### config.mk
export PLATFORM = sky130hd
export DESIGN_NAME = look_disk_scheduler
export DESIGN_NICKNAME = d
export VERILOG_FILES = /design/src/hdl/ldsk_pkg.sv /design/src/hdl/look_disk_scheduler.sv /design/src/hdl/ldsk_cell.sv
export SDC_FILE = /design/constraint.sdc
export NUM_CORES = 1
export LEC_CHECK = 0
export ABC_AREA = 1
export BUFFER_PORTS_ARGS = -buffer_cell sky130_fd_sc_hd__buf_2
export CORE_UTILIZATION = 55
export CTS_CLUSTER_DIAMETER = 50
export DETAILED_ROUTE_END_ITERATION = 7
export GPL_ROUTABILITY_DRIVEN = 0
export MAX_ROUTING_LAYER = met4
export PLACE_DENSITY = 0.78
export SLEW_MARGIN = 20
export SYNTH_ARGS = -nofsm -noshare
export SYNTH_HDL_FRONTEND = slang
export SYNTH_SLANG_ARGS = --single-unit
export TNS_END_PERCENT = 50
### constraint.sdc
create_clock -name clock -period 6.6 [get_ports clock]
set_clock_uncertainty 0.2 [all_clocks]
set_input_delay 1.32 -clock clock [delete_from_list [all_inputs] [get_ports clock]]
set_output_delay 1.32 -clock clock [all_outputs]
set_load 0.02 [all_outputs]
### src/hdl/ldsk_pkg.sv
// ----------------------------------------------------------------------------
// ldsk_pkg
// shared constants, types and codes of the look disk scheduler
// ----------------------------------------------------------------------------
package ldsk_pkg;

   localparam int QUEUE_DEPTH = 16;
   localparam int CYL_BITS    = 12;
   localparam int IDX_W       = $clog2(QUEUE_DEPTH);
   localparam int CNT_W       = $clog2(QUEUE_DEPTH + 1);
   localparam int SUM_BITS    = 16;
   localparam int CSR_ADDR_W  = 1;
   localparam int REQ_DATA_W  = ((CYL_BITS + 7) / 8) * 8;
   localparam int RSP_FIELD_W = CYL_BITS + CYL_BITS + SUM_BITS + 1;
   localparam int RSP_DATA_W  = ((RSP_FIELD_W + 7) / 8) * 8;

   localparam logic [CYL_BITS-1:0] HEAD_RESET = CYL_BITS'(143);
   localparam logic [CYL_BITS-1:0] PREV_RESET = CYL_BITS'(145);
   localparam logic [SUM_BITS-1:0] SUM_MAX    = '1;

   localparam logic [CSR_ADDR_W-1:0] CSR_HEAD_POSITION     = CSR_ADDR_W'(0);
   localparam logic [CSR_ADDR_W-1:0] CSR_PREVIOUS_POSITION = CSR_ADDR_W'(1);

   typedef enum logic [1:0] {
      ST_LOAD,
      ST_SETUP,
      ST_EMIT
   } state_type;

   typedef struct packed {
      logic                valid;
      logic                gt;
      logic [CYL_BITS-1:0] data;
   } link_type;

endpackage

### src/hdl/look_disk_scheduler.sv
// ----------------------------------------------------------------------------
// look_disk_scheduler
// LOOK disk scheduler built on a sorted chain of request cells
//
// req_ words carry one cylinder request each; tlast closes the batch.
// While loading, one request is taken per cycle and inserted in sorted
// position along the cell chain in that same cycle. Requests beyond the
// chain depth are dropped and flag the whole batch as overflowed.
// After the closing word the block finds the split point against the
// head position in its setup state, then emits one rsp_ word per stored
// request in LOOK order, at most one per cycle while rsp_tready allows.
// req_tready is low from the closing word until the final rsp_ word has
// left the emit stage. rsp_ words sit in an output register; when the
// receiver holds rsp_tready low the emission simply pauses there.
// The head and previous positions are written through csr_; this must
// only be done between batches, which the block itself does not enforce.
// Reset empties the chain and sets the head to 143 and the previous
// position to 145.
// ----------------------------------------------------------------------------
module look_disk_scheduler (
   input  logic                                clock,
   input  logic                                reset,
   // csr
   input  logic                                csr_we,
   input  logic [ldsk_pkg::CSR_ADDR_W-1:0]     csr_addr,
   input  logic [ldsk_pkg::CYL_BITS-1:0]       csr_wdata,
   // request stream
   input  logic                                req_tvalid,
   output logic                                req_tready,
   input  logic [ldsk_pkg::REQ_DATA_W-1:0]     req_tdata,  // cylinder
   input  logic                                req_tlast,
   // response stream
   output logic                                rsp_tvalid,
   input  logic                                rsp_tready,
   // served_cylinder, seek_distance, total_distance, overflow
   output logic [ldsk_pkg::RSP_DATA_W-1:0]     rsp_tdata,
   output logic                                rsp_tlast
);
   import ldsk_pkg::*;

   state_type state_ff, state_in;

   logic [CYL_BITS-1:0] head_ff, prev_ff;
   logic [CNT_W-1:0]    count_ff, count_in;
   logic                drop_ff, drop_in;
   logic [CNT_W-1:0]    split_ff, split_in;
   logic [IDX_W-1:0]    ptr_ff, ptr_in;
   logic                up_ff, up_in;
   logic                pend_ff, pend_in;
   logic [CYL_BITS-1:0] track_ff, track_in;
   logic [SUM_BITS-1:0] sum_ff, sum_in;

   logic                rsp_valid_ff, rsp_valid_in;
   logic                rsp_last_ff, rsp_last_in;
   logic [CYL_BITS-1:0] rsp_cyl_ff, rsp_cyl_in;
   logic [CYL_BITS-1:0] rsp_seek_ff, rsp_seek_in;
   logic [SUM_BITS-1:0] rsp_sum_ff, rsp_sum_in;
   logic                rsp_ovf_ff, rsp_ovf_in;

   link_type            link [QUEUE_DEPTH+1];
   logic [CYL_BITS-1:0] cell_data [QUEUE_DEPTH];
   logic [QUEUE_DEPTH-1:0] le;
   logic [CYL_BITS-1:0] req_cyl;
   logic                req_fire, full, insert, clear;
   logic [CNT_W-1:0]    split_c, split_m1, count_m1;
   logic [CYL_BITS-1:0] sel_cyl, seek_dist;
   logic [SUM_BITS:0]   sum_wide;
   logic                adv, done;

   assign req_cyl  = req_tdata[CYL_BITS-1:0];
   assign req_fire = req_tvalid && req_tready;
   assign full     = link[QUEUE_DEPTH].valid;
   assign insert   = req_fire && !full;

   assign link[0] = '{valid: 1'b0, gt: 1'b0, data: '0};

   for (genvar g = 0; g < QUEUE_DEPTH; g++) begin : g_cell
      ldsk_cell u_cell (
         .clock    (clock),
         .reset    (reset),
         .clear    (clear),
         .insert   (insert),
         .cyl      (req_cyl),
         .link_in  (link[g]),
         .link_out (link[g+1])
      );
      assign cell_data[g] = link[g+1].data;
      assign le[g]        = link[g+1].valid && (link[g+1].data <= head_ff);
   end

   // sorted chain: the at-or-below-head cells form a prefix
   always_comb begin
      logic lo, hi;
      split_c = '0;
      for (int i = 0; i <= QUEUE_DEPTH; i++) begin
         lo = (i == 0) ? 1'b1 : le[(i == 0) ? 0 : i-1];
         hi = (i == QUEUE_DEPTH) ? 1'b0 : le[(i == QUEUE_DEPTH) ? 0 : i];
         if (lo && !hi) begin
            split_c = split_c | CNT_W'(i);
         end
      end
   end

   assign split_m1  = split_ff - CNT_W'(1);
   assign count_m1  = count_ff - CNT_W'(1);
   assign sel_cyl   = cell_data[ptr_ff];
   assign seek_dist = (sel_cyl >= track_ff) ? sel_cyl - track_ff : track_ff - sel_cyl;
   assign sum_wide  = {1'b0, sum_ff} + (SUM_BITS+1)'(seek_dist);
   assign adv       = !rsp_valid_ff || rsp_tready;
   assign done      = up_ff ? (CNT_W'(ptr_ff) == count_m1) && !pend_ff
                            : (ptr_ff == '0) && !pend_ff;

   always_ff @(posedge clock) begin
      if (reset) begin
         head_ff <= HEAD_RESET;
         prev_ff <= PREV_RESET;
      end else if (csr_we) begin
         case (csr_addr)
            CSR_HEAD_POSITION:     head_ff <= csr_wdata;
            CSR_PREVIOUS_POSITION: prev_ff <= csr_wdata;
            default: ;
         endcase
      end
   end

   always_comb begin
      state_in     = state_ff;
      count_in     = count_ff;
      drop_in      = drop_ff;
      split_in     = split_ff;
      ptr_in       = ptr_ff;
      up_in        = up_ff;
      pend_in      = pend_ff;
      track_in     = track_ff;
      sum_in       = sum_ff;
      rsp_valid_in = rsp_valid_ff && !rsp_tready;
      rsp_last_in  = rsp_last_ff;
      rsp_cyl_in   = rsp_cyl_ff;
      rsp_seek_in  = rsp_seek_ff;
      rsp_sum_in   = rsp_sum_ff;
      rsp_ovf_in   = rsp_ovf_ff;
      clear        = 1'b0;
      req_tready   = 1'b0;
      case (state_ff)
         ST_LOAD: begin
            req_tready = 1'b1;
            if (req_fire) begin
               if (full) begin
                  drop_in = 1'b1;
               end else begin
                  count_in = count_ff + CNT_W'(1);
               end
               if (req_tlast) begin
                  state_in = ST_SETUP;
               end
            end
         end
         ST_SETUP: begin
            split_in = split_c;
            track_in = head_ff;
            sum_in   = '0;
            if (head_ff >= prev_ff) begin
               if (split_c < count_ff) begin
                  ptr_in  = split_c[IDX_W-1:0];
                  up_in   = 1'b1;
                  pend_in = (split_c != '0);
               end else begin
                  ptr_in  = IDX_W'(split_c - CNT_W'(1));
                  up_in   = 1'b0;
                  pend_in = 1'b0;
               end
            end else begin
               if (split_c != '0) begin
                  ptr_in  = IDX_W'(split_c - CNT_W'(1));
                  up_in   = 1'b0;
                  pend_in = (split_c < count_ff);
               end else begin
                  ptr_in  = split_c[IDX_W-1:0];
                  up_in   = 1'b1;
                  pend_in = 1'b0;
               end
            end
            state_in = ST_EMIT;
         end
         ST_EMIT: begin
            if (adv) begin
               rsp_valid_in = 1'b1;
               rsp_cyl_in   = sel_cyl;
               rsp_seek_in  = seek_dist;
               rsp_sum_in   = sum_wide[SUM_BITS] ? SUM_MAX : sum_wide[SUM_BITS-1:0];
               rsp_ovf_in   = drop_ff;
               rsp_last_in  = done;
               sum_in       = rsp_sum_in;
               track_in     = sel_cyl;
               if (done) begin
                  count_in = '0;
                  drop_in  = 1'b0;
                  clear    = 1'b1;
                  state_in = ST_LOAD;
               end else if (up_ff) begin
                  if (CNT_W'(ptr_ff) == count_m1) begin
                     ptr_in  = split_m1[IDX_W-1:0];
                     up_in   = 1'b0;
                     pend_in = 1'b0;
                  end else begin
                     ptr_in = ptr_ff + IDX_W'(1);
                  end
               end else begin
                  if (ptr_ff == '0) begin
                     ptr_in  = split_ff[IDX_W-1:0];
                     up_in   = 1'b1;
                     pend_in = 1'b0;
                  end else begin
                     ptr_in = ptr_ff - IDX_W'(1);
                  end
               end
            end
         end
         default: begin
            state_in = ST_LOAD;
         end
      endcase
   end

   always_ff @(posedge clock) begin
      if (reset) begin
         state_ff     <= ST_LOAD;
         count_ff     <= '0;
         drop_ff      <= 1'b0;
         rsp_valid_ff <= 1'b0;
      end else begin
         state_ff     <= state_in;
         count_ff     <= count_in;
         drop_ff      <= drop_in;
         rsp_valid_ff <= rsp_valid_in;
      end
      split_ff    <= split_in;
      ptr_ff      <= ptr_in;
      up_ff       <= up_in;
      pend_ff     <= pend_in;
      track_ff    <= track_in;
      sum_ff      <= sum_in;
      rsp_last_ff <= rsp_last_in;
      rsp_cyl_ff  <= rsp_cyl_in;
      rsp_seek_ff <= rsp_seek_in;
      rsp_sum_ff  <= rsp_sum_in;
      rsp_ovf_ff  <= rsp_ovf_in;
   end

   assign rsp_tvalid = rsp_valid_ff;
   assign rsp_tlast  = rsp_last_ff;
   assign rsp_tdata  = RSP_DATA_W'({rsp_ovf_ff, rsp_sum_ff, rsp_seek_ff, rsp_cyl_ff});

endmodule

### src/hdl/ldsk_cell.sv
// ----------------------------------------------------------------------------
// ldsk_cell
// one slot of the sorted chain: emptied, or keeps its cylinder, or takes the
// neighbour's one or the new request when a smaller value is inserted
// ----------------------------------------------------------------------------
module ldsk_cell (
   input  logic                      clock,
   input  logic                      reset,
   input  logic                      clear,
   input  logic                      insert,
   input  logic [ldsk_pkg::CYL_BITS-1:0] cyl,
   input  ldsk_pkg::link_type        link_in,
   output ldsk_pkg::link_type        link_out
);
   import ldsk_pkg::*;

   logic                valid_ff, valid_in;
   logic [CYL_BITS-1:0] data_ff, data_in;
   logic                gt;

   assign gt = !valid_ff || (data_ff > cyl);

   always_comb begin
      valid_in = valid_ff;
      data_in  = data_ff;
      if (clear) begin
         valid_in = 1'b0;
      end else if (insert && gt) begin
         if (link_in.gt) begin
            valid_in = link_in.valid;
            data_in  = link_in.data;
         end else begin
            valid_in = 1'b1;
            data_in  = cyl;
         end
      end
   end

   always_ff @(posedge clock) begin
      if (reset) begin
         valid_ff <= 1'b0;
      end else begin
         valid_ff <= valid_in;
      end
      data_ff <= data_in;
   end

   assign link_out.valid = valid_ff;
   assign link_out.gt    = gt;
   assign link_out.data  = data_ff;

endmodule
==> impl_metrics.json, run 1 <==
{
  "status": "finished, final reports clean",
  "worst_ep_required_time_ps": 6730,
  "leakage_nw": 12.7,
  "fmax_mhz": 160,
  "postSynth.asyncResetShare": 0,
  "nFillCells": 3654,
  "htreeDepth": 2,
  "setup_violations": 0,
  "hold_slack_ps": 261,
  "r2r_slack_ps": 330,
  "multi_input_area_mm2": 0.0146,
  "synth_area_per_cell_um2": 8.36,
  "diodes": 0,
  "seq_power_share": 0.347,
  "fp.dieArea_mm2": 0.0465,
  "tritoncts": "done",
  "wl_met1_um": 29300,
  "clkSlewWorstSetupHoldPaths_ps": 60,
  "num_vias": 23200,
  "slew_headroom": 0.299,
  "wl_per_cell_um": 20.9,
  "p_total_w": 0.00768,
  "synth.distinct_cells": 57,
  "hold_class": "flip-flop to flip-flop",
  "cp_max_fo": 99,
  "die_x_um": 216,
  "netlist_instances": 3002,
  "cts-root-buf": "clkbuf_16",
  "tns_ps": 0,
  "period_minus_slack_ps": 6270,
  "layout-drive-gt1-share": 0.0784,
  "pin_count": 86,
  "whs_path_depth": 2,
  "grt_max_degree": 100,
  "internal-power_w": 0.00489,
  "crit_buf_inv": 5,
  "routed.top_layer": "met4",
  "timing.max_cap.violations": 0,
  "critPathTopFamily": "compound AO/OA/AOI/OAI gates",
  "crit_path_top_delay_cell": "o211ai_1",
  "worstSetupPathType": "flip-flop to flip-flop",
  "via_per_inst": 6.29,
  "drc": 0,
  "slowest_delay_ps": 550,
  "p_sw_frac": 0.364,
  "postCtsHoldBufs": 0,
  "worst_pin_slew_ps": 1050,
  "ant_nets": 0,
  "startpoint_type": "flip-flop",
  "grt_pass1_vias": 22800,
  "r2r_end": "sum_ff[2]",
  "combPwrFrac": 0.338,
  "start_util": 0.563,
  "io_buffers": 74,
  "endpoint_kind": "flip-flop",
  "yosysWarnings": 0,
  "post-route-period-util": 0.949,
  "grt_pass1_wl_um": 121000,
  "vdd_drop_max_mv": 0.193,
  "worstSkewPairLatency_ps": 590,
  "first_iter_violations": 2794,
  "core_mm2": 0.0446,
  "layout_commonest_cell": "nand2_1",
  "whs_endpoint": "prev_ff[9]",
  "wl_met2_um": 34600,
  "drt-pass1-iter-count": 8,
  "maxSlewViolCount": 0,
  "netlist_area_mm2": 0.0251,
  "rr_worst_depth": 27,
  "grt_usage": 0.340,
  "seq_area_mm2": 0.00915,
  "switchingPower_w": 0.00280,
  "r2r_start": "ptr_ff[0]",
  "antenna_found_initial": 0,
  "hold_violations": 0,
  "fin_nets": 3537,
  "ys.flop_type": "edfxtp_1",
  "rows": 77,
  "area_delta_synth_final_pct": 10.4,
  "power_density_mw_per_mm2": 277,
  "hold_start": "prev_ff[9]",
  "wl_met3_um": 9090,
  "cts_sinks": 321,
  "synth_seq_cells": 321,
  "clockPowerShare": 0.315,
  "clockBufferDepth": 3,
  "grt-ovfl-total": 0,
  "wirelength_um": 77200,
  "die_y_um": 216,
  "arrival_ps": 6390,
  "yosysSeqAreaShare": 0.364,
  "cts_buffers": 41,
  "final_cell_mix": "nand2_1, ha_1, o21ai_0, inv_1, edfxtp_1",
  "synth-edff-count": 272,
  "dp_hpwl_um": 56600
}
==> kinds of logic (layout without fill, tap and decap cells) <==
group	after synthesis	after routing	synth area share
AND/OR/NAND/NOR	1030	1030	0.171
adder cells (fa/ha/maj)	433	433	0.217
flip-flops	321	321	0.364
XOR/XNOR	27	27	0.00942
buffers and inverters	386	478	0.0595
multiplexers	4	4	0.00159
AO/OA/AOI/OAI	800	800	0.177
other	1	7	0.000149
==> state kept, by name, summed over array words and instances (netlist names) <==
register	flops
split_ff	4
prev_ff	12
rsp_ovf_ff	1
count_ff	5
rsp_seek_ff	12
sum_ff	16
head_ff	12
state_ff	2
ptr_ff	4
rsp_tvalid	1
track_ff	12
drop_ff	1
g_cell.u_cell.data_ff	192
rsp_cyl_ff	12
up_ff	1
rsp_tlast	1
rsp_sum_ff	16
g_cell.u_cell.valid_ff	16
pend_ff	1
==> layout make-up <==
class / count / share of cell area
well taps: 592 / 0.0267
repair buffers: 125 / 0.0285
inverters: 279 / 0.0380
flip-flops and latches: 321 / 0.330
clock inverters: 22 / 0.0111
multi-input cells: 2301 / 0.525
clock buffers: 52 / 0.0407
==> through the flow <==
stage	util	std cells	setup slack [ps]	cell area, um^2
after floorplan	-	3008	1540	25100
after global placement	0.587	3612	235	26200
after detailed placement	0.587	3612	87.2	26200
after CTS	0.620	3686	65.5	27600
after global routing	0.622	3692	-4.22	27700
final	0.622	3692	335	27700
==> power by group through the flow <==
stage	Combinational, W	Sequential (W)	Clock (W)
2_1_floorplan	0.00178	0.00265	0
3_3_place_gp	0.00232	0.00269	0
3_5_place_dp	0.00246	0.00270	0
4_1_cts	0.00250	0.00266	0.00242
5_1_grt	0.00289	0.00268	0.00250
6_report	0.00259	0.00267	0.00242
==> worst min-delay path, stage by stage (launching register included) <==
cell	delay, ps
dfxtp_1	300
inv_1	60
a21oi_1	60
==> layer usage <==
| metal | track usage | vias up |
|---|---|---|
| met2 | 0.527 | 1360 |
| met4 | 0.173 | 0 |
| met1 | 0.416 | 10800 |
| met3 | 0.0768 | 325 |
| li1 | - | 10700 |
| met5 | - | - |
==> synth_stat cells (all sizes together), types with 28 or more instances <==
cell	n	area share
nand4	52	0.013
dfxtp	49	0.039
o221ai	37	0.013
ha	430	0.21
o21ai	392	0.079
o211ai	28	0.0084
nand3	93	0.019
edfxtp	272	0.33
a21oi	261	0.053
inv	279	0.042
clkbuf	88	0.013
nor2	197	0.031
nand2	657	0.10
==> repair_timing <==
| action | in CTS | in global routing |
|---|---|---|
| pin swaps | 0 | 2 |
| resized for setup | 1 | 9 |
| setup buffers | 0 | 6 |
| endpoints found under the hold margin | 0 | 0 |
| endpoints found under the setup margin | 1 | 32 |
==> how the worst max path moves through the flow <==
stage | start | endpoint | slack, ps | cells past startpoint
after floorplan | ptr_ff[0] | rsp_sum_ff[15] | 1540 | 32
after global placement | ptr_ff[0] | sum_ff[2] | 230 | 28
after detailed placement | ptr_ff[0] | sum_ff[2] | 90 | 28
after CTS | ptr_ff[0] | sum_ff[2] | 70 | 28
after global routing | ptr_ff[0] | sum_ff[2] | -4 | 29
final | ptr_ff[0] | sum_ff[2] | 330 | 27
Note: power is estimated with default switching activity, not from simulation.
==> run 2, diff against run 1 <==
Settings changed: CORE_UTILIZATION 55 to 40, PLACE_DENSITY 0.78 to 0.61.
==> run 2 against run 1 <==
  * Worst setup slack improved by 43 ps
  * Non-clock buffer count rose by 22
  * First-iteration DRC count fell by 36%
  * Maximum frequency rose by 0.69%
  * Register-to-register slack improved by 40 ps
==> impl_metrics.json, run 2 (synthesis results as in run 1) <==
{
  "status": "finished, final reports clean",
  "post-route-period-util": 0.943,
  "hold_start": "drop_ff",
  "vdd_drop_max_mv": 0.190,
  "hold_violations": 0,
  "arrival_ps": 6370,
  "r2r_end": "sum_ff[2]",
  "num_vias": 21800,
  "grt_pass1_vias": 20400,
  "crit_path_top_delay_cell": "o211ai_1",
  "period_minus_slack_ps": 6220,
  "power_density_mw_per_mm2": 285,
  "drc": 0,
  "whs_path_depth": 0,
  "whs_endpoint": "rsp_ovf_ff",
  "ant_nets": 0,
  "largest_reg_flops": 192,
  "first_iter_violations": 1790,
  "grt_usage": 0.251,
  "rsz0062_at_grt": "false",
  "rows": 91,
  "seq_power_share": 0.326,
  "grt_pass1_wl_um": 119000,
  "hold_class": "flip-flop to flip-flop",
  "switchingPower_w": 0.00286,
  "core_mm2": 0.0618,
  "wirelength_um": 78200,
  "seq_area_mm2": 0.00915,
  "startpoint_type": "flip-flop",
  "worst_pin_slew_ps": 1170,
  "slew_headroom": 0.218,
  "r2r_start": "ptr_ff[0]",
  "layout_commonest_cell": "nand2_1",
  "internal-power_w": 0.00531,
  "maxSlewViolCount": 0,
  "postCtsHoldBufs": 0,
  "worstSetupPathType": "flip-flop to flip-flop",
  "nFillCells": 6080,
  "cts_buffers": 48,
  "die_y_um": 253,
  "slowest_delay_ps": 590,
  "preCtsSetupSlack_ps": 348,
  "worst_slack_ps": 378,
  "worstSkewPairLatency_ps": 600,
  "tritoncts": "done",
  "r2r_slack_ps": 380,
  "p_sw_frac": 0.350,
  "timing.max_cap.violations": 0,
  "grt_max_degree": 81,
  "clockPowerShare": 0.363,
  "via_per_inst": 5.49,
  "io_buffers": 74,
  "fmax_mhz": 161,
  "pin_count": 86,
  "dp_hpwl_um": 57300,
  "antenna_found_initial": 0,
  "endpoint_kind": "flip-flop",
  "setup_violations": 0,
  "cts_sinks": 321,
  "multi_input_area_mm2": 0.0145,
  "start_util": 0.406,
  "layout-drive-gt1-share": 0.0889,
  "die_x_um": 253,
  "drt-pass1-iter-count": 8,
  "top_register": "g_cell.u_cell.data_ff",
  "leakage_nw": 13.0,
  "fp.dieArea_mm2": 0.0638,
  "wl_per_cell_um": 19.7,
  "worst_ep_required_time_ps": 6750,
  "rr_worst_depth": 28,
  "combPwrFrac": 0.311,
  "clockBufferDepth": 3,
  "htreeDepth": 2,
  "tns_ps": 0,
  "cts-root-buf": "clkbuf_16",
  "final_cell_mix": "nand2_1, ha_1, o21ai_0, inv_1, edfxtp_1",
  "diodes": 0,
  "cp_max_fo": 40,
  "fin_nets": 3566,
  "grt-ovfl-total": 0,
  "area_delta_synth_final_pct": 13.9,
  "clkSlewWorstSetupHoldPaths_ps": 60
}
-- run 2: cell count changes in the layout (fill, tap and decap cells not counted), moves of 4 or more --
cell and delta:
buf_4 +18, a21oi_1 +10, a21oi_2 -10, clkbuf_16 +8, bufinv_16 +6, clkinv_1 -4, clkinv_4 +4
-- run 2: metrics by stage --
| step | instances | total power [W] | utilization | instance area (um^2) | hold WS, ps |
|---|---|---|---|---|---|
| after floorplan | 3008 | 0.00443 | - | 25100 | 209 |
| after global placement | 3883 | 0.00516 | 0.432 | 26700 | 232 |
| after detailed placement | 3883 | 0.00519 | 0.432 | 26700 | 238 |
| after CTS | 3973 | 0.00816 | 0.462 | 28500 | 257 |
| after global routing | 3975 | 0.00863 | 0.462 | 28600 | 271 |
| final | 3975 | 0.00816 | 0.462 | 28600 | 253 |
-- run 2: power groups by stage --
stage	registers [W]	logic, W	clock network, W
floorplan	0.00265	0.00178	0
global placement	0.00270	0.00246	0
detailed placement	0.00270	0.00249	0
CTS	0.00266	0.00251	0.00299
global route	0.00267	0.00287	0.00309
finish	0.00266	0.00254	0.00296
-- run 2: worst max-delay path by stage --
stage | startpoint | end | slack, ps | cells past startpoint
floorplan | ptr_ff[0] | rsp_sum_ff[15] | 1540 | 32
global placement | ptr_ff[0] | sum_ff[2] | 410 | 30
detailed placement | ptr_ff[0] | sum_ff[2] | 350 | 34
CTS | ptr_ff[0] | sum_ff[2] | 330 | 30
global route | ptr_ff[0] | sum_ff[2] | 3 | 28
finish | ptr_ff[0] | sum_ff[2] | 380 | 28
-- run 2: final cells by class --
class	count	area share
multi-input combinational	2301	0.508
sequential	321	0.320
clock buffer	57	0.0450
inverter	279	0.0368
tap	837	0.0366
timing repair buffer	147	0.0351
clock inverter	33	0.0187
-- run 2: what timing repair did --
item	4_1_cts	5_1_grt
gates resized for setup	0	10
setup endpoints to repair	0	27
setup buffers	0	1
-- run 2: critical path, delay by kind of cell, from the launching register on --
kind / cells / cell delay (ps)
AO/OA/AOI/OAI: 9 / 1920
adder cells (fa/ha/maj): 2 / 790
AND/OR/NAND/NOR: 9 / 1240
XOR/XNOR: 1 / 140
buffers and inverters: 6 / 910
multiplexers: 1 / 270
flip-flops: 1 / 470
-- run 2: per-layer routing --
metal / wire length [um] / vias to the layer above / GRT usage
met4: 2450 / 0 / 0.0809
li1: - / 10800 / -
met5: 0 / - / -
met3: 5990 / 152 / 0.0424
met2: 34700 / 743 / 0.387
met1: 35100 / 10100 / 0.334
